File: src/sv/ppls_pkg.sv
// Package for the potentiometer paced LED scanner.
// Holds the beat payload types and fixed constants; no dependencies.
package ppls_pkg;

    localparam int SampleW = 10;
    localparam int CntW = 7;
    localparam logic [SampleW-1:0] VoltMax = 10'd1023;
    localparam logic [CntW-1:0] ReloadFull = 7'd100;
    localparam logic [SampleW-1:0] WindowReset = 10'd5;

    typedef struct packed {
        logic               command;
        logic [SampleW-1:0] sample_0;
        logic [SampleW-1:0] sample_1;
        logic [SampleW-1:0] sample_2;
        logic [SampleW-1:0] sample_3;
        logic [SampleW-1:0] sample_4;
        logic [SampleW-1:0] sample_5;
        logic [SampleW-1:0] sample_6;
        logic [SampleW-1:0] sample_7;
        logic [3:0]         release_events;
        logic [3:0]         press_events;
        logic               edge_select_switch;
    } t_item;

    typedef struct packed {
        logic [7:0]         led_pattern;
        logic               led_updated;
        logic [SampleW-1:0] filtered_voltage;
        logic               voltage_changed;
        logic               is_stopped;
    } t_result;

endpackage

File: src/sv/ppls_core.sv
// Scanner state and per-beat update logic: averaging, hysteresis, tick pacing,
// stop toggle and the bouncing LED step. Depends on ppls_pkg.
module ppls_core #(
    parameter int LED_COUNT = 8
) (
    input  logic              i_clk,
    input  logic              i_rst_n,
    input  logic              i_en,
    input  ppls_pkg::t_item   i_item,
    input  logic [9:0]        i_window,
    output ppls_pkg::t_result o_result
);
    import ppls_pkg::*;

    localparam int PadW = (LED_COUNT > 8) ? LED_COUNT : 8;
    localparam logic [LED_COUNT-1:0] LeftEnd = {1'b1, {(LED_COUNT-1){1'b0}}};
    localparam logic [LED_COUNT-1:0] RightEnd = {{(LED_COUNT-1){1'b0}}, 1'b1};

    logic [SampleW-1:0]   r_kept, n_kept;
    logic [CntW-1:0]      r_cnt, n_cnt;
    logic                 r_pending, n_pending;
    logic                 r_stop, n_stop;
    logic [LED_COUNT-1:0] r_lit, n_lit;
    logic                 r_right, n_right;
    logic [LED_COUNT-1:0] r_shown, n_shown;

    logic [12:0]          sum;
    logic [SampleW-1:0]   mean;
    logic [SampleW-1:0]   diff;
    logic                 changed;
    logic [16:0]          scaled;
    logic [CntW-1:0]      quot;
    logic [10:0]          rem;
    logic [CntW-1:0]      ceil_q;
    logic [CntW-1:0]      reload;
    logic [3:0]           events;
    logic                 updated;
    logic [PadW-1:0]      shown_pad;

    always_comb begin
        sum = 13'(i_item.sample_0) + 13'(i_item.sample_1) + 13'(i_item.sample_2)
            + 13'(i_item.sample_3) + 13'(i_item.sample_4) + 13'(i_item.sample_5)
            + 13'(i_item.sample_6) + 13'(i_item.sample_7);
        mean = sum[12:3];
        diff = (mean >= r_kept) ? (mean - r_kept) : (r_kept - mean);

        scaled = {1'b0, r_kept, 6'b0} + {2'b0, r_kept, 5'b0} + {5'b0, r_kept, 2'b0}
               + 17'd1022;
        quot = scaled[16:10];
        rem = {1'b0, scaled[9:0]} + 11'(quot);
        ceil_q = (rem >= 11'(VoltMax)) ? quot + 7'd1 : quot;
        reload = ReloadFull - ceil_q;

        events = i_item.edge_select_switch ? i_item.release_events : i_item.press_events;
    end

    always_comb begin
        n_kept = r_kept;
        n_cnt = r_cnt;
        n_pending = r_pending;
        n_stop = r_stop;
        n_lit = r_lit;
        n_right = r_right;
        n_shown = r_shown;
        changed = 1'b0;
        updated = 1'b0;

        if (i_item.command) begin
            if (diff >= i_window) begin
                changed = 1'b1;
                if (({1'b0, mean} + {1'b0, i_window}) >= {1'b0, VoltMax}) begin
                    n_kept = VoltMax;
                end else if (mean <= i_window) begin
                    n_kept = '0;
                end else begin
                    n_kept = mean;
                end
            end
        end else begin
            if (r_cnt <= 7'd1) begin
                n_cnt = reload;
                n_pending = 1'b1;
            end else begin
                n_cnt = r_cnt - 7'd1;
            end
            if (events != 4'd0) begin
                n_stop = !r_stop;
            end
        end

        if (n_pending && !n_stop) begin
            updated = 1'b1;
            n_shown = r_lit;
            n_pending = 1'b0;
            if (r_lit == LeftEnd) begin
                n_right = 1'b1;
            end else if (r_lit == RightEnd) begin
                n_right = 1'b0;
            end
            if (n_right) begin
                n_lit = r_lit >> 1;
            end else begin
                n_lit = {r_lit[LED_COUNT-2:0], 1'b0};
            end
            if (n_lit == '0) begin
                n_lit = RightEnd;
            end
        end
    end

    always_ff @(posedge i_clk) begin
        if (!i_rst_n) begin
            r_kept <= '0;
            r_cnt <= '0;
            r_pending <= 1'b0;
            r_stop <= 1'b0;
            r_lit <= RightEnd;
            r_right <= 1'b0;
            r_shown <= '0;
        end else if (i_en) begin
            r_kept <= n_kept;
            r_cnt <= n_cnt;
            r_pending <= n_pending;
            r_stop <= n_stop;
            r_lit <= n_lit;
            r_right <= n_right;
            r_shown <= n_shown;
        end
    end

    assign shown_pad = PadW'(n_shown);

    always_comb begin
        o_result.led_pattern = shown_pad[7:0];
        o_result.led_updated = updated;
        o_result.filtered_voltage = n_kept;
        o_result.voltage_changed = changed;
        o_result.is_stopped = n_stop;
    end

    a_lit_onehot: assert property (@(posedge i_clk) disable iff (!i_rst_n)
        $onehot(r_lit))
        else $error("Lit position is not a single LED.");

    a_cnt_range: assert property (@(posedge i_clk) disable iff (!i_rst_n)
        r_cnt <= ReloadFull)
        else $error("Tick countdown exceeds the full reload.");

    a_step_clears: assert property (@(posedge i_clk) disable iff (!i_rst_n)
        i_en && updated |=> !r_pending && !r_stop && (r_shown == $past(r_lit)))
        else $error("A step left the pending flag or pattern wrong.");

endmodule

File: src/sv/potentiometer_paced_led_scanner.sv
// Top level of the potentiometer paced LED scanner.
// A beat accepted into the input register passes through ppls_core and is captured
// in the result register; one beat per cycle while the result channel is not stalled.
// An input register and a result register decouple the two channels.
// Synchronous active-low reset clears the valid flags and the core state, not the
// beat data registers; the window resets to 5. Depends on ppls_pkg and ppls_core.
module potentiometer_paced_led_scanner #(
    parameter int LED_COUNT = 8
) (
    input  logic              i_clk,
    input  logic              i_rst_n,
    input  logic              i_cfg_we,
    input  logic [9:0]        i_cfg_wdata,
    input  logic              i_in_valid,
    output logic              o_in_ready,
    input  ppls_pkg::t_item   i_in_data,
    output logic              o_out_valid,
    input  logic              i_out_ready,
    output ppls_pkg::t_result o_out_data
);
    import ppls_pkg::*;

    logic [SampleW-1:0] r_window;
    logic               r_in_valid;
    t_item              r_in;
    logic               r_out_valid;
    t_result            r_out;
    logic               advance;
    t_result            result;

    assign advance = r_in_valid && (!r_out_valid || i_out_ready);
    assign o_in_ready = !r_in_valid || advance;

    ppls_core #(
        .LED_COUNT(LED_COUNT)
    ) u_core (
        .i_clk(i_clk),
        .i_rst_n(i_rst_n),
        .i_en(advance),
        .i_item(r_in),
        .i_window(r_window),
        .o_result(result)
    );

    always_ff @(posedge i_clk) begin
        if (!i_rst_n) begin
            r_window <= WindowReset;
            r_in_valid <= 1'b0;
            r_out_valid <= 1'b0;
        end else begin
            if (i_cfg_we) begin
                r_window <= i_cfg_wdata;
            end
            if (o_in_ready) begin
                r_in_valid <= i_in_valid;
            end
            if (advance) begin
                r_out_valid <= 1'b1;
            end else if (i_out_ready) begin
                r_out_valid <= 1'b0;
            end
        end
    end

    always_ff @(posedge i_clk) begin
        if (o_in_ready && i_in_valid) begin
            r_in <= i_in_data;
        end
        if (advance) begin
            r_out <= result;
        end
    end

    assign o_out_valid = r_out_valid;
    assign o_out_data = r_out;

endmodule

File: config.mk
export PLATFORM = sky130hd
export DESIGN_NAME = potentiometer_paced_led_scanner
export DESIGN_NICKNAME = d
export VERILOG_FILES = /design/src/sv/ppls_pkg.sv /design/src/sv/ppls_core.sv /design/src/sv/potentiometer_paced_led_scanner.sv
export SDC_FILE = /design/constraint.sdc
export NUM_CORES = 1
export LEC_CHECK = 0
export CAP_MARGIN = 20
export CELL_PAD_IN_SITES_DETAIL_PLACEMENT = 0
export CELL_PAD_IN_SITES_GLOBAL_PLACEMENT = 1
export CORE_AREA = 2 2 159 161
export CTS_CLUSTER_DIAMETER = 150
export DETAILED_ROUTE_END_ITERATION = 12
export DIE_AREA = 0 0 161 163
export DONT_BUFFER_PORTS = 1
export PLACE_DENSITY_LB_ADDON = 0.25
export SYNTH_ARGS = -nofsm -noshare
export SYNTH_HDL_FRONTEND = slang
export SYNTH_SLANG_ARGS = --single-unit
File: constraint.sdc
create_clock -name i_clk -period 8.3 [get_ports i_clk]
set_input_delay 1.245 -clock i_clk [delete_from_list [all_inputs] [get_ports i_clk]]
set_output_delay 1.245 -clock i_clk [all_outputs]
set_load 0.03 [all_outputs]
---- Yosys cells after proc, flatten, opt, wreduce, memory -nomap -nowiden ----
Cells that the tools add are included.
cells by class
  $add $sub $neg .......................... 17
  order comparisons ....................... 6
  equal/unequal tests ..................... 2
  multiplexer cells ....................... 24
  bitwise logic cells ..................... 1
  reduce and logical (&&, ||, !) cells .... 14
operator list
  cell                                                                                   number
  13-bit by 10-bit adder with 13-bit output                                              6
  10-bit two-way mux                                                                     5
  8-bit two-way mux                                                                      4
  10-bit by 10-bit adder with 11-bit output                                              2
  11-bit by 10-bit greater-or-equal comparator with 1-bit output, second input constant  2
  10-bit greater-or-equal comparator                                                     2
  10-bit subtractor                                                                      2
  16-bit by 15-bit adder with 17-bit output                                              1
  17-bit by 10-bit adder with 17-bit output, second input constant                       1
  17-bit by 12-bit adder with 17-bit output                                              1
  7-bit two-way mux                                                                      2
  1-bit two-way mux                                                                      12
  10-bit by 7-bit adder with 11-bit output                                               1
  10-bit less-or-equal comparator                                                        1
  8-bit by 1-bit == test with 1-bit output, second input constant                        1
  8-bit == test, second input constant                                                   1
  8-bit zero test                                                                        1
  7-bit by 1-bit adder with 7-bit output, second input constant                          1
  7-bit by 1-bit less-or-equal comparator with 1-bit output, second input constant       1
  7-bit by 1-bit subtractor with 7-bit output, second input constant                     1
  7-bit subtractor, first input constant                                                 1
  1-bit zero test                                                                        4
  4-bit two-way mux                                                                      1
  2-bit AND reduction                                                                    2
  5 further kinds                                                                        8
word-level totals
  register bits ........................... 159
  input bits .............................. 105
  output and inout bits ................... 23
  word-level logic and storage cells ...... 91

---- Logic depth before layout (Yosys ltp) ----
  depth in word-level cells ............... 12
  gate-level depth with buffers ........... 40
  mapped depth without buffers ............ 38

---- Hierarchy ----
Synthesis repeated with hierarchy kept, for this count alone.
unflattened totals
  cell total of the unflattened synthesis .. 1,057
  area, all modules ....................... 11,049.3 sq um
modules (own cells, without submodules)
  module                           instances  cells each  area an instance (sq um)  sequential area each (sq um)
  ppls_core                        1          905         7,258.2                   720.7
  potentiometer_paced_led_scanner  1          152         3,791.1                   3,573.4

---- Worst setup path after synthesis ----
Ideal clock, no wire load.
  path kind ............................... register -> register
  start point ............................. reg r_in[69] in the netlist's numbering
  end point ............................... reg r_out, in the netlist o_out_data[11] (data pin)
  library setup time ...................... 278 ps
  arrival ................................. 8,415 ps
  slack ................................... -394 ps
  stages on the path, launching flop included .. 34
  path buffers ............................ 2
  clock period less this slack ............ 8,694 ps
  cell sequence ........................... edfxtp_1 > ha_1 > fa_1 > xor2_1 > fa_1 > inv_1 > fa_1 > fa_1 > fa_1 > inv_1 > ha_1 > a41oi_1 > o21ba_2 > o21ba_2 > o21ba_2 > o21ba_2 > o21ba_2 > o21a_1 > o311ai_0 > ha_1 > nor3_1 > a21oi_1 > clkbuf_1 > mux2i_1 > xor2_1 > ha_1 > a21o_1 > a21o_1 > a21o_1 > a21oi_1 > o21ai_0 > a21oi_1 > clkbuf_1 > a22oi_1
RTL lines
  what                    line                                   source
  start, declared         potentiometer_paced_led_scanner.sv:25  t_item r_in;
  start signal, assigned  potentiometer_paced_led_scanner.sv:67  r_in <= i_in_data;
  end signal, assigned    potentiometer_paced_led_scanner.sv:70  r_out <= result;
  end, declared           potentiometer_paced_led_scanner.sv:27  t_result r_out;

==> results.md <==
- Post-DRT Antenna Nets: 0
- Remaining global-route overflow: 0
- Area taken by multi-input logic gates: 6554 µm²
- Sink Count: 159
- Max incr delay on CP: 510 ps
- Mapped Nets: 1,344
- # rows: 58
- Top cells by area, synth: edfxtp_1, ha_1, fa_1
- Register area: 4294 µm²
- Die width: 161 µm
- Finished Cell Area: 12,980 µm²
- Highest Clock Rate: 123.1 MHz
- Global-route usage over all layers: 19.25%
- Crit path max fanout: 11
- DRC viols: 0
- Crit-path slowest cell: fa_1
- Final setup viols: 0
- Post-Syn Area: 11,140 µm²
- Outcome: finished, final reports clean
- Synth Area per Inst: 10.46 µm²
- DR iter-0 viols: 410
- Vias in the first global route: 7,641
- Placement Cell Area: 11,840 µm²
- Ys async rst share: 0%
- Distinct cell type count after synthesis: 76
- Core area: 24,670 µm²
- Pin count of the biggest net entering global routing: 91
- Wirelength, routed: 24.68 mm
- Top cell type's share of synthesized area: 29.93%
- R2r worst-path depth: 36
- Antenna violations before repair: 3
- Hold Startpoint: u_core.r_shown[5]
- Clock Pin Slew Worst Setup and Hold Paths: 70 ps
- Prevailing post-synth register cell: edfxtp_1
- Ys Warns: 0
- Pre-antenna DRT Iters: 5
- Vias: 7,708
- Slew headroom: 36.55%
- Top-count cell post-synth: inv_1
- Final-stage net count: 1,395
- CP arrival: 8380 ps
- CTS Buffer Depth: 2
- CP dominant cell by count: o21ba_4
- WS Path Type: reg2reg
- EDFF count, synth: 111
- #FFs+latches synth: 159
- # IOs: 128
- CTS tree: yes
- Worst EP required: 8560 ps
- Worst Hold Depth: 2
- Reg-to-Reg Start: r_in[80]
- Post-route core utilization: 52.61%
- First-pass GRT wire length: 39.56 mm
- Max-cap violation count: 0
- Least-Margin Pin Slew: 949.7 ps
- CP Launch Type: flip-flop
- Clk root buf: clkbuf_16
- Final Skew: 14.69 ps
- Critical path endpoint category: flip-flop
- Tightest Hold Check Type: reg2reg
- Post-synthesis cell count: 1,065
- Post-synthesis sequential area ratio: 38.56%
- Port bufs: 0
- Starting Density: 45.13%
- Die Ht: 163 µm
- Via/cell ratio: 5.272
- GP Congestion: 0.8500
- Fill cells: 2,201
- Worst-Skew Late Latency: 430 ps
- Top post-synthesis cells by count: inv_1, ha_1, edfxtp_1
- Unrepaired setup endpoints after global routing: true
- Fin crit share: 97.83%
- Share of post-route cells with drive strength above 1: 16.21%
- Wire length per cell: 16.88 µm
- Area grow syn2layout: 16.56%
- Max Slew Vio Count: 0
- Final Hold Viols: 0
- Cell taking the most area after synthesis: edfxtp_1
- CP startpoint: r_in[80]
- Shortest period the worst path allows: 8120 ps
- Post-DP HPWL: 19.15 mm
- H-tree levels: 4
- TritonCTS Buffers: 17
- Die ar.: 26,240 µm²
## area by class of cell
cell class	instances	area share (%)
well taps	330	3.181
inverters	158	4.598
multi-input cells	719	50.49
diodes	3	0.05784
clock inverters	11	0.8097
flip-flops and latches	159	33.08
repair inverters	1	0.05784
clock buffers	21	3.885
repair buffers	60	3.837
## repair_timing
action | CTS | global route
gates resized for setup | 34 | 50
cloned | 1 | 0
endpoints found under the setup margin | 21 | 21
hold buffers | 0 | 0
pin swaps | 18 | 53
buffers inserted | 4 | 3
## cell families after synthesis
kind of cell    share of synthesized area [%]
fa+ha+maj                               23.53
simple gates                            10.11
mux                                     2.989
buf+inv                                 6.393
compound gates                          14.88
flops                                   38.56
xor+xnor                                3.539
## per-stage QoR
| stage | std cells | TNS [ps] | worst slack [ps] | hold slack (ps) |
|---|---|---|---|---|
| after floorplan | 1065 | 0 | 9.712 | 432.9 |
| after global routing | 1461 | -3032 | -204.4 | 476.1 |
| after CTS | 1455 | 0 | 15.08 | 455.8 |
| after global placement | 1418 | -9507 | -555.1 | 438.4 |
| final | 1462 | 0 | 179.8 | 455.1 |
| after detailed placement | 1418 | -12240 | -672.7 | 446.0 |
## per-layer routing
metal | up-vias | track usage, % | part of all wire [%]
met5 | - | 0 | 0
met2 | 145 | 32.91 | 50
met1 | 3688 | 24.86 | 45
met3 | 17 | 4.507 | 3.9
li1 | 3858 | - | -
met4 | 0 | 4.586 | 1.2
## sequential cells by signal, summed over array words and instances (netlist names)
name,flops
o_out_data,21
o_out_valid,1
u_core.r_kept,10
r_in_valid,1
r_in,90
u_core.r_pending,1
u_core.r_shown,8
u_core.r_right,1
r_window,10
u_core.r_stop,1
u_core.r_cnt,7
u_core.r_lit,8
## layout by cell type, fill, tap and decap left out, types with 12 or more instances in the layout
| master | netlist | routed |
|---|---|---|
| inv_1 | 158 | 154 |
| edfxtp_1 | 111 | 111 |
| ha_1 | 115 | 107 |
| nor2_1 | 62 | 60 |
| fa_1 | 59 | 57 |
| nand2_1 | 56 | 55 |
| a21oi_1 | 73 | 54 |
| buf_4 | 0 | 54 |
| dfxtp_1 | 48 | 48 |
| o21ai_0 | 32 | 28 |
| xnor2_1 | 36 | 27 |
| a21o_1 | 24 | 24 |
| mux2i_1 | 22 | 21 |
| clkbuf_16 | 0 | 20 |
| a211oi_1 | 19 | 17 |
| nand2b_1 | 16 | 16 |
| a21oi_2 | 0 | 16 |
| o21bai_1 | 15 | 14 |
| nand3_1 | 12 | 12 |
## worst max-delay path, delay by kind of cell, from the launching register on
family | cells | cell delay, ps
xor gates and xnor gates | 3 | 480
muxes | 1 | 190
DFF | 1 | 400
adders and majority gates | 8 | 3200
and+or+nand+nor | 2 | 310
buffers and inverters | 5 | 510
AOI/OAI and AO/OA | 17 | 2870
## final timing paths
| check | to | slack, ps |
|---|---|---|
| worst min-delay path | u_core.r_shown[5] | 460 |
| worst max-delay path | o_out_data[10] | 180 |
| worst max register to register | o_out_data[10] | 180 |
| worst min register to register | u_core.r_shown[5] | 460 |
Power is not shown: default switching activity piles up to over one toggle a cycle in this logic, so the estimate is an artifact.
